### src/sv/tcpq_pkg.sv
// Package with shared types and constants of the two-class priority queue core
package tcpq_pkg;

	localparam logic [7:0] THRESHOLD_RESET = 8'd60;

	// register index, taken from paddr[2]
	localparam logic REG_THRESHOLD = 1'b0;

	typedef struct packed {
		logic [2:0]  pad;
		logic [4:0]  normal_count;
		logic [4:0]  priority_count;
		logic        dropped;
		logic        from_priority;
		logic [7:0]  served_class;
		logic [15:0] served_id;
		logic        served_valid;
	} out_beat_t;

endpackage

### src/sv/two_class_priority_queue_core.sv
// Top level of the two-class strict priority queue core
//
// Input stream s_*: one beat per operation. s_tuser is the action (0 enqueue,
// 1 serve); s_tdata carries item_id and class_value. Enqueues whose class
// value is at or above the threshold register go to the priority ring, others
// to the normal ring. A serve pops the priority head first, else the normal
// head. Output stream m_*: exactly one result beat per input beat, in order.
// An enqueue result is valid the cycle after it is accepted; a serve first
// reads the ring memory into a read register (state ST_READ), then its result
// is registered. One enqueue per cycle while m_tready does not stall a held
// result; a serve holds s_tready low in ST_READ, as the ring memories read synchronously.
// A single output register holds the result; a new beat is taken while it
// drains, and s_tready drops while a held result is stalled by m_tready.
// Reset empties both rings and sets the threshold to 60; ring contents are
// not cleared, only written entries are ever read.
// APB: register 0 (threshold, 8 bits) at byte address 0.
module two_class_priority_queue_core #(
	parameter int QUEUE_DEPTH = 16
) (
	input  logic        clk,
	input  logic        arst_n,
	input  logic        psel,
	input  logic        penable,
	input  logic        pwrite,
	input  logic [2:0]  paddr,
	input  logic [31:0] pwdata,
	output logic [31:0] prdata,
	output logic        pready,
	input  logic        s_tvalid,
	output logic        s_tready,
	input  logic [23:0] s_tdata,  // item_id[15:0], class_value[23:16]
	input  logic        s_tuser,  // action
	output logic        m_tvalid,
	input  logic        m_tready,
	output logic [39:0] m_tdata   // served_valid[0], served_id[16:1], served_class[24:17],
	                              // from_priority[25], dropped[26], priority_count[31:27],
	                              // normal_count[36:32], zero[39:37]
);

	localparam int AW = $clog2(QUEUE_DEPTH);
	localparam int FW = $clog2(QUEUE_DEPTH + 1);
	localparam logic [FW-1:0] FILL_FULL = FW'(QUEUE_DEPTH);
	localparam logic [AW-1:0] IDX_LAST  = AW'(QUEUE_DEPTH - 1);
	localparam logic [AW:0]   DEPTH_W   = (AW + 1)'(QUEUE_DEPTH);

	localparam logic ST_IDLE = 1'b0;
	localparam logic ST_READ = 1'b1;

	logic [23:0] p_mem [QUEUE_DEPTH];
	logic [23:0] n_mem [QUEUE_DEPTH];

	logic          state_q;
	logic [7:0]    thr_q;
	logic [AW-1:0] p_head_q, n_head_q;
	logic [FW-1:0] p_fill_q, n_fill_q;
	logic [23:0]   p_rd_s1, n_rd_s1;
	logic          sel_p_s1, hit_s1;
	tcpq_pkg::out_beat_t out_q;
	logic          out_vld_q;

	logic acc, enq, srv, to_prio, p_full, n_full, p_wr, n_wr, take_p, take_n;
	logic [15:0] in_id;
	logic [7:0]  in_cls;
	logic [AW:0] p_sum, n_sum;
	logic [AW-1:0] p_tail, n_tail, p_head_nx, n_head_nx;
	logic [FW-1:0] p_fill_d, n_fill_d;
	logic [31:0] p_cnt_ext, n_cnt_ext, p_cur_ext, n_cur_ext;
	logic cfg_wr;

	// config port
	assign pready = 1'b1;
	assign cfg_wr = psel && penable && pwrite && (paddr[2] == tcpq_pkg::REG_THRESHOLD);
	assign prdata = (paddr[2] == tcpq_pkg::REG_THRESHOLD) ? {24'b0, thr_q} : 32'b0;

	always_ff @(posedge clk or negedge arst_n) begin
		if (!arst_n) begin
			thr_q <= tcpq_pkg::THRESHOLD_RESET;
		end else if (cfg_wr) begin
			thr_q <= pwdata[7:0];
		end
	end

	// input decode
	assign s_tready = (state_q == ST_IDLE) && (!out_vld_q || m_tready);
	assign acc      = s_tvalid && s_tready;
	assign enq      = acc && !s_tuser;
	assign srv      = acc && s_tuser;
	assign in_id    = s_tdata[15:0];
	assign in_cls   = s_tdata[23:16];
	assign to_prio  = in_cls >= thr_q;
	assign p_full   = p_fill_q == FILL_FULL;
	assign n_full   = n_fill_q == FILL_FULL;
	assign p_wr     = enq && to_prio && !p_full;
	assign n_wr     = enq && !to_prio && !n_full;
	assign take_p   = srv && (p_fill_q != '0);
	assign take_n   = srv && (p_fill_q == '0) && (n_fill_q != '0);

	// tail = (head + fill) mod depth; fill is below depth whenever it is used
	assign p_sum  = {1'b0, p_head_q} + {1'b0, p_fill_q[AW-1:0]};
	assign n_sum  = {1'b0, n_head_q} + {1'b0, n_fill_q[AW-1:0]};
	assign p_tail = (p_sum >= DEPTH_W) ? AW'(p_sum - DEPTH_W) : p_sum[AW-1:0];
	assign n_tail = (n_sum >= DEPTH_W) ? AW'(n_sum - DEPTH_W) : n_sum[AW-1:0];

	assign p_head_nx = (p_head_q == IDX_LAST) ? '0 : p_head_q + 1'b1;
	assign n_head_nx = (n_head_q == IDX_LAST) ? '0 : n_head_q + 1'b1;

	always_comb begin
		p_fill_d = p_fill_q;
		n_fill_d = n_fill_q;
		if (p_wr) p_fill_d = p_fill_q + 1'b1;
		if (n_wr) n_fill_d = n_fill_q + 1'b1;
		if (take_p) p_fill_d = p_fill_q - 1'b1;
		if (take_n) n_fill_d = n_fill_q - 1'b1;
	end

	assign p_cnt_ext = 32'(p_fill_d);
	assign n_cnt_ext = 32'(n_fill_d);
	assign p_cur_ext = 32'(p_fill_q);
	assign n_cur_ext = 32'(n_fill_q);

	// ring memories
	always_ff @(posedge clk) begin
		if (p_wr) p_mem[p_tail] <= {in_id, in_cls};
		if (srv) p_rd_s1 <= p_mem[p_head_q];
	end

	always_ff @(posedge clk) begin
		if (n_wr) n_mem[n_tail] <= {in_id, in_cls};
		if (srv) n_rd_s1 <= n_mem[n_head_q];
	end

	// control state
	always_ff @(posedge clk or negedge arst_n) begin
		if (!arst_n) begin
			state_q  <= ST_IDLE;
			p_head_q <= '0;
			n_head_q <= '0;
			p_fill_q <= '0;
			n_fill_q <= '0;
			out_vld_q <= 1'b0;
		end else begin
			p_fill_q <= p_fill_d;
			n_fill_q <= n_fill_d;
			if (take_p) p_head_q <= p_head_nx;
			if (take_n) n_head_q <= n_head_nx;
			case (state_q)
				ST_IDLE: if (srv) state_q <= ST_READ;
				ST_READ: state_q <= ST_IDLE;
				default: state_q <= ST_IDLE;
			endcase
			if (enq || (state_q == ST_READ)) begin
				out_vld_q <= 1'b1;
			end else if (m_tready) begin
				out_vld_q <= 1'b0;
			end
		end
	end

	always_ff @(posedge clk) begin
		if (srv) begin
			sel_p_s1 <= take_p;
			hit_s1   <= take_p || take_n;
		end
	end

	// result register
	always_ff @(posedge clk) begin
		if (enq) begin
			out_q.pad            <= '0;
			out_q.normal_count   <= n_cnt_ext[4:0];
			out_q.priority_count <= p_cnt_ext[4:0];
			out_q.dropped        <= !(p_wr || n_wr);
			out_q.from_priority  <= to_prio;
			out_q.served_class   <= '0;
			out_q.served_id      <= '0;
			out_q.served_valid   <= 1'b0;
		end else if (state_q == ST_READ) begin
			out_q.pad            <= '0;
			out_q.normal_count   <= n_cur_ext[4:0];
			out_q.priority_count <= p_cur_ext[4:0];
			out_q.dropped        <= 1'b0;
			out_q.from_priority  <= sel_p_s1;
			out_q.served_valid   <= hit_s1;
			if (!hit_s1) begin
				out_q.served_id    <= '0;
				out_q.served_class <= '0;
			end else if (sel_p_s1) begin
				out_q.served_id    <= p_rd_s1[23:8];
				out_q.served_class <= p_rd_s1[7:0];
			end else begin
				out_q.served_id    <= n_rd_s1[23:8];
				out_q.served_class <= n_rd_s1[7:0];
			end
		end
	end

	assign m_tvalid = out_vld_q;
	assign m_tdata  = out_q;

endmodule

### config.mk
export PLATFORM = sky130hd
export DESIGN_NAME = two_class_priority_queue_core
export DESIGN_NICKNAME = d
export VERILOG_FILES = /design/src/sv/tcpq_pkg.sv /design/src/sv/two_class_priority_queue_core.sv
export SDC_FILE = /design/constraint.sdc
export NUM_CORES = 1
export LEC_CHECK = 0
export ABC_AREA = 1
export BUFFER_PORTS_ARGS = -buffer_cell sky130_fd_sc_hd__buf_2
export CELL_PAD_IN_SITES_DETAIL_PLACEMENT = 1
export CELL_PAD_IN_SITES_GLOBAL_PLACEMENT = 1
export CORE_UTILIZATION = 35
export CTS_CLUSTER_SIZE = 28
export DETAILED_ROUTE_END_ITERATION = 16
export PLACE_DENSITY_LB_ADDON = 0.1
export RECOVER_POWER = 25
export SETUP_SLACK_MARGIN = 0.2
export SYNTH_ARGS = -nofsm -noshare
export SYNTH_HDL_FRONTEND = slang
export SYNTH_SLANG_ARGS = --single-unit
### constraint.sdc
create_clock -name clk -period 3.7 [get_ports clk]
set_input_delay 0.74 -clock clk [delete_from_list [all_inputs] [get_ports clk]]
set_output_delay 0.74 -clock clk [all_outputs]
set_load 0.005 [all_outputs]
==> results.py, run 1 <==
metrics = {
    "floorplan": {
        "core_area_um2": 98700,
        "chipHeight_um": 318,
        "dieArea_um2": 101000,
        "num_rows": 115,
        "io_pins": 142,
        "die_w_um": 318,
        "start_util_pct": 35.4,
    },
    "timing": {
        "fin_tns_setup_ns": 0,
        "max_freq_ghz": 0.332,
        "hold_viol": 0,
        "setup_viol": 0,
        "fin_skew_ns": 0.0214,
        "worstMarginPinSlew_ns": 1.83,
        "relSlewSlack_pct": -21.8,
        "slew_viol_final": 457,
        "grt_setup_unrepaired": "no",
        "fin_crit_sh_pct": 81.4,
        "fin_crit_ns": 3.01,
        "setup_slack_ns": 0.687,
    },
    "setup_path": {
        "critical_path_class": "flip-flop to flip-flop",
        "rr_startpoint": "thr_q[3]",
        "worstPathMaxFanout": 19,
        "start_kind": "flip-flop",
        "rrSetupSlack_ns": 0.69,
        "cp-startpoint": "thr_q[3]",
        "crit_required_ns": 4.05,
        "end_kind": "flip-flop",
        "crit_arrival_ns": 3.37,
    },
    "cts": {
        "clkSinkCount": 883,
        "clock_insertion_delay_worst_skew_ns": 0.67,
        "cts_buffer_depth": 3,
        "hold_buffers": 0,
        "cts_root_buffer": "clkbuf_16",
        "cts_buffers": 100,
        "htree_levels": 3,
        "path_clk_slew_ns": 0.06,
        "ctsResizeCount": 0,
        "post_cts_buffers": 0,
        "cts_tree": "built",
    },
    "synth": {
        "synth.avg_cell_area_um2": 13.1,
        "yosysSeqAreaShare_pct": 74.7,
        "synth_top_area_share_pct": 71.3,
        "synthArstFlopShare_pct": 3.17,
        "synth_ff_type": "edfxtp_1",
        "ys_types": 50,
        "postSynthCellCount": 2667,
        "synth_edf_count": 830,
        "synthTopCellsByCount": "830 x edfxtp_1, 346 x nor2_1, 334 x nand2_1",
        "synth.most_common_cell": "edfxtp_1",
        "yosysWarnings": 0,
        "synth-seq-cells": 883,
        "yosys.area.top_type": "edfxtp_1",
        "synth_area_leaders": "edfxtp_1 71%, o21ai_0 4.1%, nor2_1 3.7%",
        "syn_area_um2": 35000,
    },
    "cells_and_area": {
        "drive_above_1_share_pct": 13.1,
        "num-nets-final": 2871,
        "nFillCells": 10165,
        "utilization_pct": 41.2,
        "area_delta_synth_final_pct": 16.3,
    },
    "placed_design": {
        "port_buffers": 87,
        "place_hpwl_mm": 62.4,
        "place_congestion": 0.770,
        "post-place-ws_ns": 0.293,
    },
    "route": {
        "drt_iter0_markers": 1601,
        "drt_wl_total_mm": 104,
        "firstDrtPassIters": 5,
        "drc": 0,
        "postRouteAntennaNets": 0,
        "dr_total_vias": 21954,
        "avgViaCountPerCell": 5.29,
        "wire_per_inst_um": 24.9,
    },
    "global_route": {
        "grt_max_degree": 195,
        "grt_pass1_wl_mm": 153,
        "antenna_found_initial": 1,
        "grt_overflow": 0,
        "grt_pass1_vias": 22926,
        "grtUsageTotal_pct": 20.4,
    },
    "pwr": {
        "max-vdd-ir-drop_mv": 0.595,
        "power.density_nw_per_um2": 685,
        "p_leak_nw": 13.7,
    },
    "min_path": {
        "hp-class": "input pin to flip-flop",
        "hp-start": "pwdata[1]",
    },
    "status": {
        "violations": "capacitance limit, slew limit",
        "status": "finished, violations left",
    },
    "run": {
        "max-cap-violations": 14,
    },
}
-- routing by layer --
metal  wire, um  part of all wire (%)  GRT usage [%]  up-vias
met2      49000                    47           33.2      467
li1           -                     -              -    10002
met4       2110                   2.0           5.52        0
met3       4150                   4.0           2.91      125
met5          0                     0              0        -
met1      48300                    47           28.7    11360
-- path summary, 6_finish.rpt --
check                                    end  cells after the start
worst max register to register  p_mem[4][13]                     13
worst min register to register    m_tdata[3]                      2
worst min-delay path                thr_q[1]                      3
max in group asynchronous        n_head_q[0]                      1
min in group asynchronous           thr_q[6]                      1
worst max-delay path            p_mem[4][13]                     13
-- worst max-delay path: stages, from the launching register on --
cell     delay, ns
dfstp_2       0.52
inv_1         0.09
ha_1          0.31
nand2_1       0.07
nor2_1        0.11
nor2_1        0.05
nand2_1       0.15
nand2_1       0.10
nand2_1       0.15
nand3_2       0.13
inv_2         0.18
nand2_1       0.26
nor2_4        0.33
buf_12        0.23
-- flip-flops by register name, summed over array words and instances, names as in the netlist --
| register | cells |
|---|---|
| p_fill_q | 5 |
| m_tdata | 37 |
| hit_s1 | 1 |
| n_fill_q | 5 |
| n_rd_s1 | 24 |
| p_mem | 384 |
| p_rd_s1 | 24 |
| state_q | 1 |
| p_head_q | 4 |
| n_mem | 384 |
| n_head_q | 4 |
| thr_q | 8 |
| m_tvalid | 1 |
| sel_p_s1 | 1 |
-- logic make-up after synthesis --
logic type                 share of synthesized area (%)
DFF                                                 74.7
and+or+nand+nor                                     9.83
AOI/OAI and AO/OA                                   10.6
buffers and inverters                               3.76
adders and majority gates                          0.830
xor gates and xnor gates                           0.200
other                                             0.0215
-- per-stage QoR --
stage               hold slack, ns  instances  total power [mW]  cell area [um^2]
finish                       0.348       4151              27.9             40700
global route                 0.345       4150              29.1             40700
CTS                          0.140       4150              28.2             40700
detailed placement           0.446       3967              18.5             37500
global placement             0.442       3967              18.3             37500
floorplan                    0.444       2693              15.6             35100
-- layout by cell type, fill, tap and decap left out, drive strengths merged, types with 10 or more instances in the layout --
cell,count
inv,85
dfxtp,25
o221a,10
clkbuf,152
o22ai,83
ha,20
nand3,117
dfrtp,24
nand4,17
buf,149
nor2,351
a221oi,28
o21ai,339
conb,28
o221ai,51
clkinv,46
a21oi,119
nand2,341
edfxtp,830
-- power by group --
group / leakage [nW] / switching, mW / internal, mW
logic: 4.15 / 4.60 / 1.66
registers: 7.99 / 0.301 / 11.6
clock network: 1.58 / 3.96 / 5.71
-- cell type report --
class / instances / area, um^2 / share of cell area [%]
well taps: 1287 / 1610 / 3.96
multi-input cells: 1537 / 7870 / 19.4
inverters: 87 / 342 / 0.840
clock buffers: 128 / 2710 / 6.67
diodes: 1 / 2.50 / 0.00615
clock inverters: 55 / 492 / 1.21
flip-flops and latches: 883 / 26100 / 64.3
repair buffers: 173 / 1510 / 3.70
Power figures use the tool's default switching activity.
==> inputs of run 2 (changes only) <==
- clock period: 3.7 -> 3.1 ns (I/O delays scaled with it)
==> results.py, run 2 (synthesis gave the netlist of run 1 again) <==
metrics = {
    "status": {
        "status": "finished, violations left",
        "violations": "capacitance limit, slew limit",
    },
    "floorplan": {
        "core_area_um2": 98700,
        "dieArea_um2": 101000,
        "start_util_pct": 35.4,
        "chipHeight_um": 318,
        "die_w_um": 318,
        "num_rows": 115,
        "io_pins": 142,
    },
    "cts": {
        "hold_buffers": 0,
        "path_clk_slew_ns": 0.06,
        "cts_tree": "built",
        "htree_levels": 3,
        "clkSinkCount": 883,
        "cts_root_buffer": "clkbuf_16",
        "ctsResizeCount": 0,
        "post_cts_buffers": 0,
        "cts_buffers": 97,
        "cts_buffer_depth": 3,
        "clock_insertion_delay_worst_skew_ns": 0.67,
    },
    "global_route": {
        "grt_pass1_wl_mm": 155,
        "antenna_found_initial": 0,
        "grt_max_degree": 108,
        "grt_pass1_vias": 22678,
        "grtUsageTotal_pct": 20.8,
        "grt_overflow": 0,
    },
    "cells_and_area": {
        "drive_above_1_share_pct": 13.6,
        "area_delta_synth_final_pct": 17.0,
        "multi_input_area_um2": 7870,
        "final_cell_mix": "830 x edfxtp_1, 334 x nand2_1, 313 x nor2_1",
        "nFillCells": 10125,
        "instances_no_fill": 4178,
        "seqCellArea_um2": 26100,
        "utilization_pct": 41.5,
        "layout_commonest_cell": "edfxtp_1",
        "n_antenna_cell": 0,
        "num-nets-final": 2909,
    },
    "timing": {
        "slew_viol_final": 491,
        "fin_tns_setup_ns": 0,
        "worstMarginPinSlew_ns": 1.88,
        "hold_viol": 0,
        "max_freq_ghz": 0.367,
        "relSlewSlack_pct": -25.4,
        "setup_viol": 0,
        "grt_setup_unrepaired": "no",
        "fin_skew_ns": 0.0298,
        "fin_crit_ns": 2.72,
        "fin_crit_sh_pct": 87.8,
    },
    "route": {
        "dr.max_layer_used": "met4",
        "met3WireLength_mm": 4.75,
        "dr_total_vias": 22045,
        "wl_met1_mm": 48.7,
        "wire_per_inst_um": 25.3,
        "firstDrtPassIters": 5,
        "met2WireLength_mm": 49.7,
        "drt_iter0_markers": 1737,
        "drc": 0,
        "postRouteAntennaNets": 0,
        "avgViaCountPerCell": 5.28,
        "drt_wl_total_mm": 106,
    },
    "placed_design": {
        "port_buffers": 87,
        "place_hpwl_mm": 65.5,
        "place_congestion": 0.762,
        "dp_cells": 4008,
    },
    "setup_path": {
        "slowest_stage": "dfstp_2",
        "path_cells": "inv_1 > ha_1 > nand2_1 > nor2_1 > nor2_1 > nand2_1 > nand2_1 > buf_4 > nand3_4 > nor2_4 > nand3_1 > buf_4 > nor2_4 > buf_12",
        "start_kind": "flip-flop",
        "crit_arrival_ns": 3.07,
        "end_kind": "flip-flop",
        "worstPathMaxFanout": 14,
        "critical_path_class": "flip-flop to flip-flop",
        "path_buf_inv": 4,
        "crit_required_ns": 3.45,
        "slowest_delay_ns": 0.51,
        "cp_top_family": "simple AND/OR/NAND/NOR gates",
        "cp_common_cell": "nand2_1",
    },
    "min_path": {
        "hp-class": "input pin to flip-flop",
    },
    "run": {
        "max-cap-violations": 15,
    },
    "pwr": {
        "max-vdd-ir-drop_mv": 0.599,
        "p_leak_nw": 13.8,
        "total_power_mw": 32.9,
        "power.density_nw_per_um2": 804,
    },
}
==> run 2: cell count changes in the layout (fill, tap and decap cells not counted), moves of 3 or more <==
cell | before | now
buf_4 | 40 | 70
clkinv_2 | 23 | 8
buf_12 | 38 | 51
clkinv_1 | 20 | 27
clkbuf_16 | 103 | 99
bufinv_16 | 8 | 5
==> run 2: power by group <==
group          switching [mW]  total, mW  internal, mW
combinational            5.62       7.74          2.12
clock                    4.65       11.0          6.31
sequential              0.328       14.2          13.9
total                    10.6       32.9          22.3
==> run 2: cell type report <==
class                   count  area share, %
clock buffers             126           6.38
multi-input cells        1537           19.2
well taps                1287           3.94
inverters                  87          0.835
repair buffers            214           4.85
flip-flops and latches    883           63.9
clock inverters            44          0.884
==> run 2: tightest hold or removal path, cell delays in order <==
cell	delay, ns
buf_2	0.10
nor2_1	0.09
a21oi_1	0.05
==> run 2: path summary, 6_finish.rpt <==
kind                                end  startpoint  slack, ns  cells past startpoint
min                            thr_q[2]   pwdata[2]       0.21                      3
max reg2reg                n_mem[8][10]    thr_q[3]       0.38                     14
max in group asynchronous   n_head_q[0]      arst_n       1.43                      1
min in group asynchronous   p_head_q[2]      arst_n       0.41                      1
min reg2reg                  m_tdata[4]  m_tdata[4]       0.45                      2
max                        n_mem[8][10]    thr_q[3]       0.38                     14
==> run 2: metrics by stage <==
step | setup slack (ns) | hold WS, ns | cell area (um^2)
after floorplan | -0.0235 | 0.324 | 35100
after global placement | 0.0624 | 0.434 | 38000
after detailed placement | 0.0827 | 0.443 | 38000
after CTS | 0.374 | 0.00673 | 41000
after global routing | 0.266 | 0.205 | 40900
final | 0.378 | 0.209 | 40900
==> run 2: metal layers <==
metal / GRT usage, % / up-vias
li1: - / 10066
met1: 29.4 / 11355
met2: 33.5 / 497
met3: 2.72 / 127
met4: 6.21 / 0
met5: 0 / -
